--- src/rtl/swm_pkg.sv ---
// Shared types and constants for the sliding window maximum block.
package swm_pkg;

    // Width of the window size register and its value after reset
    localparam int unsigned CFG_WIDTH    = 7;
    localparam int unsigned WINDOW_RESET = 3;

    // Per-cycle commands broadcast to every cell of the candidate chain
    typedef struct packed {
        logic step;   // an input transfer happens this cycle
        logic clr;    // the transferred sample starts a new sequence
        logic shift;  // every cell takes the contents of its right neighbor
    } t_cell_ctrl;

endpackage

--- src/rtl/swm_obuf.sv ---
// Two-slot output buffer that decouples the result channel from the input side.
module swm_obuf
    import swm_pkg::*;
#(
    parameter int unsigned DATA_WIDTH = 32
) (
    input  logic                  i_clk,
    input  logic                  i_rst_n,
    input  logic                  i_push,
    input  logic [DATA_WIDTH-1:0] i_data,
    output logic                  o_space,
    output logic                  o_valid,
    input  logic                  i_ready,
    output logic [DATA_WIDTH-1:0] o_data
);

    logic [DATA_WIDTH-1:0] r_slot [2];
    logic                  r_rd;
    logic                  r_wr;
    logic [1:0]            r_cnt;

    logic                  pop;

    assign o_valid = (r_cnt != 2'd0);
    assign o_space = (r_cnt != 2'd2);
    assign o_data  = r_slot[r_rd];
    assign pop     = o_valid && i_ready;

    // Advance pointers and count on each push and pop
    always_ff @(posedge i_clk) begin
        if (!i_rst_n) begin
            r_rd  <= 1'b0;
            r_wr  <= 1'b0;
            r_cnt <= 2'd0;
        end else begin
            if (i_push) begin
                r_wr <= ~r_wr;
            end
            if (pop) begin
                r_rd <= ~r_rd;
            end
            if (i_push && !pop) begin
                r_cnt <= r_cnt + 2'd1;
            end else if (pop && !i_push) begin
                r_cnt <= r_cnt - 2'd1;
            end
        end
    end

    // Store the pushed result
    always_ff @(posedge i_clk) begin
        if (i_push) begin
            r_slot[r_wr] <= i_data;
        end
    end

endmodule

--- config.mk ---
export PLATFORM = sky130hd
export DESIGN_NAME = swm_obuf
export DESIGN_NICKNAME = d
export VERILOG_FILES = /design/src/rtl/swm_pkg.sv /design/src/rtl/swm_obuf.sv
export SDC_FILE = /design/constraint.sdc
export NUM_CORES = 1
export LEC_CHECK = 0
export BUFFER_PORTS_ARGS = -buffer_cell sky130_fd_sc_hd__buf_4
export CAP_MARGIN = 40
export CORE_UTILIZATION = 46
export CTS_BUF_LIST = sky130_fd_sc_hd__clkbuf_4 sky130_fd_sc_hd__clkbuf_8 sky130_fd_sc_hd__clkbuf_16
export CTS_CLUSTER_SIZE = 8
export DETAILED_ROUTE_END_ITERATION = 10
export PLACE_DENSITY = 0.74
export SLEW_MARGIN = 15
export SYNTH_ARGS = -nofsm -noshare
export SYNTH_HDL_FRONTEND = slang
export SYNTH_SLANG_ARGS = --single-unit
--- constraint.sdc ---
create_clock -name i_clk -period 2.5 [get_ports i_clk]
set_clock_uncertainty 0.05 [all_clocks]
set_input_delay 0.5 -clock i_clk [delete_from_list [all_inputs] [get_ports i_clk]]
set_output_delay 0.5 -clock i_clk [all_outputs]
set_load 0.05 [all_outputs]
==> out/qor.yml <==
finalWorstSetupSlack_ns: 0.450
clock_path_buffers: 2
pre_cts_slack_ns: 0.788
yosysMostFrequentCell: "edfxtp_1"
clk_latency_ns: 0.33
firstDrtPassIters: 5
grt_overflow_total: 0
cp.arrival_ns: 1.50
port_buffers: 69
drt-total-wl_mm: 4.21
final.setup.tns_ns: 0
worstSetupPathType: "reg2out"
die_area_mm2: 0.00578
ant_nets: 0
worstSetupEndpointType: "output port"
ys_top_cells_by_area: "edfxtp_1 76%, mux2_1 14%, dfxtp_1 4.0%"
synth_seq_cells: 69
n_fill_cell: 369
yosysUniqueCellTypes: 16
netlist_instances: 122
yosys-top-cells-count: "64 x edfxtp_1, 32 x mux2_1, 5 x dfxtp_1"
yosysWarnings: 0
synthesis.nets: 159
post_cts_resized: 0
synth_top_area_share_pct: 76.2
multi_input_area_um2: 488
tightest_slew_ns: 0.510
cts.sinks: 69
routedWlPerCell_um: 15.1
dr_total_vias: 1320
power.density_mw_per_mm2: 1090
diodes: 0
post-route-period-util_pct: 82.0
min_path_type: "in2reg"
min_period_ns: 2.05
die_width_um: 76.1
num_rows: 26
synth_top_flop_cell: "edfxtp_1"
grt_pass1_wl_mm: 6.62
holdBufCountCts: 0
final_util_pct: 65.4
finalMaxSlewViolations: 0
synth_top_cell_by_area: "edfxtp_1"
nets: 240
synth_area_mm2: 0.00252
vias_per_cell: 4.75
drt-initial-drc-count: 58
hold_violations: 0
ff_latch_area_mm2: 0.00202
ctsRootBufferMaster: "clkbuf_8"
synth-edff-count: 64
ios: 70
dpl.hpwl_mm: 2.86
fp.dieH_um: 76.1
h-tree-depth: 3
peakVddDrop_uv: 806
placed_area_mm2: 0.00317
start_kind: "flop"
cts_buffers: 9
setup_viol: 0
grt_max_degree: 20
core_mm2: 0.00520
ys_async_sr_fraction_pct: 0
synth-seq-area-share_pct: 80.2
worstPathMaxFanout: 19
area_growth_pct: 34.9
post-route-drc-count: 0
design_area_mm2: 0.00340
rsz0062_at_grt: "no"
start_util_pct: 48.5
max_cap_viol_count: 0
worst_ep_required_time_ns: 1.95
leakage_nw: 1.30
r2r_start: "r_cnt[0]$_SDFFE_PN0P_"
cts.clk_slew.worst_paths_ns: 0.07
postSynthAreaPerCell_um2: 20.7
grt_pass1_vias: 1421
outcome: "finished clean"
cts_tree: "built"
antenna_found_initial: 0
drive_above_1_share_pct: 43.3
globalplace.congestion: 0.677
relSlewSlack_pct: 66.0
grtUsageTotal_pct: 15.8
max_freq_ghz: 0.488
worstHoldStart: "i_data[8]"
postCtsSetupBuffers: 0
## report_power, final
part / switching (mW) / internal, mW / leakage, nW
registers: 0.0375 / 1.35 / 0.642
clock network: 0.380 / 0.680 / 0.122
logic: 0.822 / 0.429 / 0.539
total: 1.24 / 2.46 / 1.30
## cell type report
cell class,count,share of cell area [%]
Sequential cell,69,59.4
Timing Repair Buffer,74,16.7
Multi-Input combinational cell,49,14.3
Clock buffer,11,4.08
Clock inverter,5,2.90
Tap cell,70,2.57
## path summary, 6_finish.rpt
kind / end / slack (ns) / cells after the start
worst max-delay path: o_data[22] / 0.45 / 3
worst min-delay path: r_slot[1][8]$_DFFE_PP_ / 0.30 / 1
worst min register to register: r_cnt[1]$_SDFFE_PN0P_ / 0.47 / 2
worst max register to register: r_cnt[1]$_SDFFE_PN0P_ / 1.03 / 4
## logic make-up (layout without fill, tap and decap cells)
| group | after synthesis | count (layout) | share of synthesized area (%) |
|---|---|---|---|
| AND/OR/NAND/NOR | 9 | 9 | 2.23 |
| XOR/XNOR | 3 | 3 | 1.04 |
| flip-flops | 69 | 69 | 80.2 |
| multiplexers | 32 | 32 | 14.3 |
| adder cells (fa/ha/maj) | 1 | 1 | 0.496 |
| buffers and inverters | 4 | 90 | 0.794 |
| AO/OA/AOI/OAI | 4 | 4 | 0.992 |
## layer usage
metal  track usage, %  wire (um)  vias to the layer above
met1             17.6       1660                      638
met5                0          0                        -
met2             26.6       2310                       45
li1                 -          -                      631
met4             11.5         83                        0
met3             3.71        160                        6
## registers in the layout, indices dropped and copies added (netlist names), named ones only
register / cells
r_rd: 1
r_cnt: 2
r_slot: 64
r_wr: 1
## worst max-delay path, stage by stage (launching register included)
cell and delay (ns):
dfxtp_1 0.32, buf_4 0.27, mux2_1 0.38, buf_4 0.20
## cells in the final DEF, fill, tap and decap left out, types with 2 or more instances in the layout
cell,netlist,layout
edfxtp_1,64,64
xnor2_1,2,2
buf_4,0,73
and2_1,4,4
dfxtp_1,5,5
bufinv_16,0,3
mux2_1,32,32
clkbuf_4,0,2
clkbuf_8,0,9
## through the flow
stage	hold slack (ns)	cells	power [mW]
floorplan	0.428	122	2.32
global placement	0.435	262	2.65
detailed placement	0.459	262	2.68
CTS	0.281	278	3.74
global route	0.280	278	3.84
finish	0.298	278	3.70
Power figures use the tool's default switching activity.
