### src/rtl/swm_pkg.sv
// Shared types and constants for the sliding window maximum block.
package swm_pkg;

    // Width of the window size register and its value after reset
    localparam int unsigned CFG_WIDTH    = 7;
    localparam int unsigned WINDOW_RESET = 3;

    // Per-cycle commands broadcast to every cell of the candidate chain
    typedef struct packed {
        logic step;   // an input transfer happens this cycle
        logic clr;    // the transferred sample starts a new sequence
        logic shift;  // every cell takes the contents of its right neighbor
    } t_cell_ctrl;

endpackage

### src/rtl/swm_cell.sv
// One cell of the candidate chain: holds one queue slot (value, age, valid).
module swm_cell
    import swm_pkg::*;
#(
    parameter int unsigned SAMPLE_WIDTH = 32,
    parameter int unsigned AGE_WIDTH    = 7
) (
    input  logic                    i_clk,
    input  logic                    i_rst_n,
    input  t_cell_ctrl              i_ctrl,
    input  logic [SAMPLE_WIDTH-1:0] i_sample,
    input  logic [AGE_WIDTH-1:0]    i_window,
    input  logic                    i_prev_keep,
    input  logic                    i_right_valid,
    input  logic [SAMPLE_WIDTH-1:0] i_right_value,
    input  logic [AGE_WIDTH-1:0]    i_right_age,
    output logic                    o_keep,
    output logic                    o_stale,
    output logic                    o_expire,
    output logic                    o_pass_valid,
    output logic [SAMPLE_WIDTH-1:0] o_pass_value,
    output logic [AGE_WIDTH-1:0]    o_pass_age,
    output logic [SAMPLE_WIDTH-1:0] o_next_value
);

    logic                    r_valid;
    logic [SAMPLE_WIDTH-1:0] r_value;
    logic [AGE_WIDTH-1:0]    r_age;

    logic                    n_valid;
    logic [SAMPLE_WIDTH-1:0] n_value;
    logic [AGE_WIDTH-1:0]    n_age;

    logic [AGE_WIDTH:0]      age_inc;

    // Keep this candidate only if it beats the incoming sample
    assign o_keep  = r_valid && !i_ctrl.clr && ($signed(r_value) > $signed(i_sample));
    assign age_inc = {1'b0, r_age} + {{AGE_WIDTH{1'b0}}, 1'b1};

    // Front checks: already outside the window, or leaving it with this sample
    assign o_stale  = r_valid && ({1'b0, r_age} >= {1'b0, i_window});
    assign o_expire = o_keep && (age_inc >= {1'b0, i_window});

    // Contents after back removal and append, handed to the left neighbor
    always_comb begin
        o_pass_valid = r_valid;
        o_pass_value = r_value;
        o_pass_age   = r_age;
        if (i_ctrl.step) begin
            if (o_keep) begin
                o_pass_valid = 1'b1;
                o_pass_age   = age_inc[AGE_WIDTH-1:0];
            end else if (i_prev_keep) begin
                o_pass_valid = 1'b1;
                o_pass_value = i_sample;
                o_pass_age   = '0;
            end else begin
                o_pass_valid = 1'b0;
                o_pass_value = i_sample;
                o_pass_age   = '0;
            end
        end
    end

    // Take the right neighbor on a front drop, otherwise the contents after removal and append
    always_comb begin
        if (i_ctrl.shift) begin
            n_valid = i_right_valid;
            n_value = i_right_value;
            n_age   = i_right_age;
        end else begin
            n_valid = o_pass_valid;
            n_value = o_pass_value;
            n_age   = o_pass_age;
        end
    end

    assign o_next_value = n_value;

    always_ff @(posedge i_clk) begin
        if (!i_rst_n) begin
            r_valid <= 1'b0;
        end else begin
            r_valid <= n_valid;
        end
    end

    always_ff @(posedge i_clk) begin
        r_value <= n_value;
        r_age   <= n_age;
    end

endmodule

### config.mk
export PLATFORM = sky130hd
export DESIGN_NAME = swm_cell
export DESIGN_NICKNAME = d
export VERILOG_FILES = /design/src/rtl/swm_pkg.sv /design/src/rtl/swm_cell.sv
export SDC_FILE = /design/constraint.sdc
export NUM_CORES = 1
export LEC_CHECK = 0
export BUFFER_PORTS_ARGS = -buffer_cell sky130_fd_sc_hd__buf_2
export CORE_MARGIN = 2
export CORE_UTILIZATION = 50
export DETAILED_ROUTE_END_ITERATION = 10
export PLACE_DENSITY = 0.87
export SKIP_CTS_REPAIR_TIMING = 1
export SLEW_MARGIN = 10
export SYNTH_ARGS = -nofsm -noshare
export SYNTH_HDL_FRONTEND = slang
export SYNTH_SLANG_ARGS = --single-unit
### constraint.sdc
create_clock -name i_clk -period 9.6 [get_ports i_clk]
set_input_delay 1.92 -clock i_clk [delete_from_list [all_inputs] [get_ports i_clk]]
set_output_delay 1.92 -clock i_clk [all_outputs]
set_load 0.01 [all_outputs]
==> impl_summary.md <==
Critical path
The worst reg2reg path depth is 9. The register-to-register setup slack is roughly 6 ns. The type of destination of the critical path is an output port. The highest-delay cell along the critical path is sky130_fd_sc_hd__nand3_2.

STA puts the critical path data arrival time at 5.37 ns. The worst path required time is around 7.7 ns. The beginning of the worst register-to-register path is r_value[19]$_DFF_P_. The setup path with the least slack is of type input pin to output port. The launch point of the critical path is i_sample[19].

The worst setup path endpoint is o_next_value[31]. For this run, the slowest stage of the critical path takes ~0.89 ns. The startpoint type of the worst setup path is an input pin. The capture point of the worst reg-to-reg path is r_value[31]$_DFF_P_.

Of all nets on the critical path, the largest fanout is 33. Traced cell by cell, the critical path runs through buf_2, inv_1, ha_1, a21oi_1, o21ai_1, a221oi_1, o211ai_1, o211ai_2, nand3_2, mux2_2, mux2_2, buf_2.

Outcome
The flow ran to the end, and the final reports show no timing, DRC or antenna violations.

Route
The routed wire length per instance is between 10 and 15 um. After detailed routing, the number of remaining DRC violations is 0. The ratio of routed vias to standard cells is 5.221.

The length of the first detailed-routing pass in iterations is 4. The starting DRC count in detailed routing is 113. The detail route stage leaves a number of antenna-violating nets equal to 0.

The number of vias after detailed routing is approximately 2900. For this block, the routed nets add up to between 7000 and 8000 um of wire.

Synthesis
In the synthesized netlist the async set-or-reset flop fraction comes to 0. The average cell area after synthesis is around 9.8 um2. The flip-flop and latch count after synthesis is 40. Synthesis produced a netlist whose cell count is approximately 330.

The number of warnings printed during yosys synthesis is 0. The dominant synthesized flop cell is sky130_fd_sc_hd__dfxtp_1. The netlist area before placement is roughly 0.0032 mm2. When the netlist entered floorplanning its net count stood at about 460.

The number of enable flip-flop cells after synthesis is 0. The number of library cell types mapped by synthesis is 37. The portion of the post-synthesis area used by sequential elements is 0.2519.

Clock tree
Counting every sink on the clock net gives 40. For the worst-skew pair, the clock arrives at the later sink with an insertion delay of 0.29 ns. The CTS tree is done. The cell sitting at the root of the clock tree is a sky130_fd_sc_hd__clkbuf_8.

The longest clock path from root to sink contains 2 buffers. The post-CTS clock slew at the launch and capture registers of the worst setup and hold paths is about 0.08 ns. TritonCTS created 5 clock buffers. The H-tree was split into 2 levels.

STA
Counting I/O delays and the setup requirement, the final critical path takes 7.289 ns. The worst relative slew slack is 0.2376. The accumulated negative setup slack is 0 ns. The clock arrives with ~0.006 ns of skew. The number of pins exceeding their max-slew limit in the final report is 0.

Static timing analysis puts the maximum clock frequency at ~140 MHz. The final number of setup-violating endpoints is 0. Setup repair after global routing left no endpoint under its margin. The final count of hold timing violations is 0. The ratio of final minimum period to clock period is 0.7593.

The slew of the pin with the lowest slew margin is roughly 1.1 ns.

Die
The count of pins on the block boundary is 160. The core area is 0.006241 mm2. The die outline height is between 80 and 90 um. The die covers 0.007012 mm2.

In this run the core area contains 29 standard-cell rows. The die width is about 84 um. The effective utilization at floorplan is 0.5094.

GRT
After global routing the overflow that remains totals 0. For this run, the total global-route usage over all layers was measured as 0.2253. The via count of the first global-routing pass is 2986.

The largest net degree at the start of global routing is 34. The first global-routing pass estimated roughly 13000 um of wire. The initial antenna violation count is 0.

Power
Power spread over the standard cell area amounts to 144.7 mW/mm2. The analysis attributes to cell leakage a power of between 2 and 2.5 nW. The worst ir drop on vdd is ~0.10 mV.

Final layout
In the final layout, the share of cells above drive strength 1 is 0.5010. The finished cells cover between 0.004 and 0.005 mm2. The net total in the final layout is slightly above 600. The layout has between 500 and 600 filler cells.

The antenna diode instance count is 0. In the final layout, flip-flops and latches occupy 800.8 um2. The area growth from synthesis to layout is 31.41%.

The library cell used most frequently in the layout, excluding fill and tap cells, is sky130_fd_sc_hd__buf_2. At the end of the flow the core is filled with cells to 0.6694. The area of combinational cells with multiple inputs is between 0.002 and 0.0025 mm2. The top cell types in the final layout, fill and taps aside, are 159 x sky130_fd_sc_hd__buf_2, 47 x sky130_fd_sc_hd__ha_1, 42 x sky130_fd_sc_hd__inv_1.

Job
The count of maximum capacitance violations is 0.

Placed design
After legalization and detailed placement, the total HPWL measured about 6600 um. The post-placement cell area is approximately 0.0040 mm2. Routability-driven placement finished with a final weighted congestion of 0.7595. The count of buffers inserted at the top-level ports is about 160.

Hold path
The min-delay analysis places its worst path in the category register to register.
## final cells by class
| type | instances | share of cell area |
|---|---|---|
| clock buffers | 5 | 0.01647 |
| multi-input cells | 233 | 0.5172 |
| well taps | 77 | 0.02306 |
| inverters | 42 | 0.03774 |
| repair buffers | 160 | 0.1923 |
| flip-flops and latches | 40 | 0.1917 |
| clock inverters | 3 | 0.02156 |
## registers in the layout, summed over array words and instances, names as in the netlist
signal	flops
r_age	7
r_value	32
r_valid	1
## per-layer routing
layer / up-vias / GRT usage / wire [um]
met1: 1356 / 0.2502 / 3254
met2: 101 / 0.4407 / 4251
met3: 4 / 0.03858 / 419
li1: 1463 / - / -
met4: 0 / 0.05132 / 52
met5: - / 0 / 0
## worst min path at each step
stage                          start               end  slack (ns)  cells after the start
detailed placement  r_age[5]$_DFF_P_  r_age[5]$_DFF_P_        0.56                      2
global placement    r_age[5]$_DFF_P_  r_age[5]$_DFF_P_        0.56                      2
global route        r_age[5]$_DFF_P_  r_age[5]$_DFF_P_        0.63                      2
CTS                 r_age[5]$_DFF_P_  r_age[5]$_DFF_P_        0.57                      2
finish              r_age[5]$_DFF_P_  r_age[5]$_DFF_P_        0.58                      2
floorplan           r_age[0]$_DFF_P_  r_age[0]$_DFF_P_        0.52                      1
## where the power goes
group          internal (W)  switching (W)  leakage, nW
sequential         0.000185      0.0000137        0.337
clock              0.000130      0.0000619       0.0784
combinational      0.000111       0.000103         1.90
total              0.000426       0.000179         2.32
## metrics by stage
stage	hold WS, ns	cells	setup slack, ns	power, W
after floorplan	0.5227	325	3.441	0.0003384
after global placement	0.5609	552	2.312	0.0004084
after detailed placement	0.5584	552	2.290	0.0004170
after CTS	0.5729	560	2.285	0.0006115
after global routing	0.6334	560	2.058	0.0006412
final	0.5813	560	2.311	0.0006047
## Yosys cell counts, types with 7 or more instances
library cell               count  area, um2
sky130_fd_sc_hd__mux2_4       29      435.4
sky130_fd_sc_hd__a21oi_1      13      65.06
sky130_fd_sc_hd__a21o_1        7      52.55
sky130_fd_sc_hd__clkbuf_1      7      26.28
sky130_fd_sc_hd__dfxtp_1      40      800.8
sky130_fd_sc_hd__ha_1         47      588.1
sky130_fd_sc_hd__mux2_2       39      439.2
sky130_fd_sc_hd__nor2b_1       8      50.05
sky130_fd_sc_hd__o21ai_0       8      40.04
sky130_fd_sc_hd__inv_1        42      157.7
sky130_fd_sc_hd__nor2_1       11      41.29
sky130_fd_sc_hd__nand2_1      17      63.81
## kinds of logic (layout without fill, tap and decap cells)
family	count (synthesis)	in the layout	share of synthesized area
DFF	40	40	0.2519
AOI/OAI and AO/OA	52	52	0.1078
xor gates and xnor gates	4	4	0.01102
and+or+nand+nor	62	62	0.1008
muxes	68	68	0.2751
buffers and inverters	52	210	0.06848
adders and majority gates	47	47	0.1850
## critical path, delay by kind of cell
kind / cells / cell delay, ns
mux: 2 / 0.97
fa+ha+maj: 1 / 0.30
buf+inv: 3 / 0.27
simple gates: 1 / 0.89
compound gates: 5 / 1.00
No activity file was read; power rests on OpenSTA's default activity.
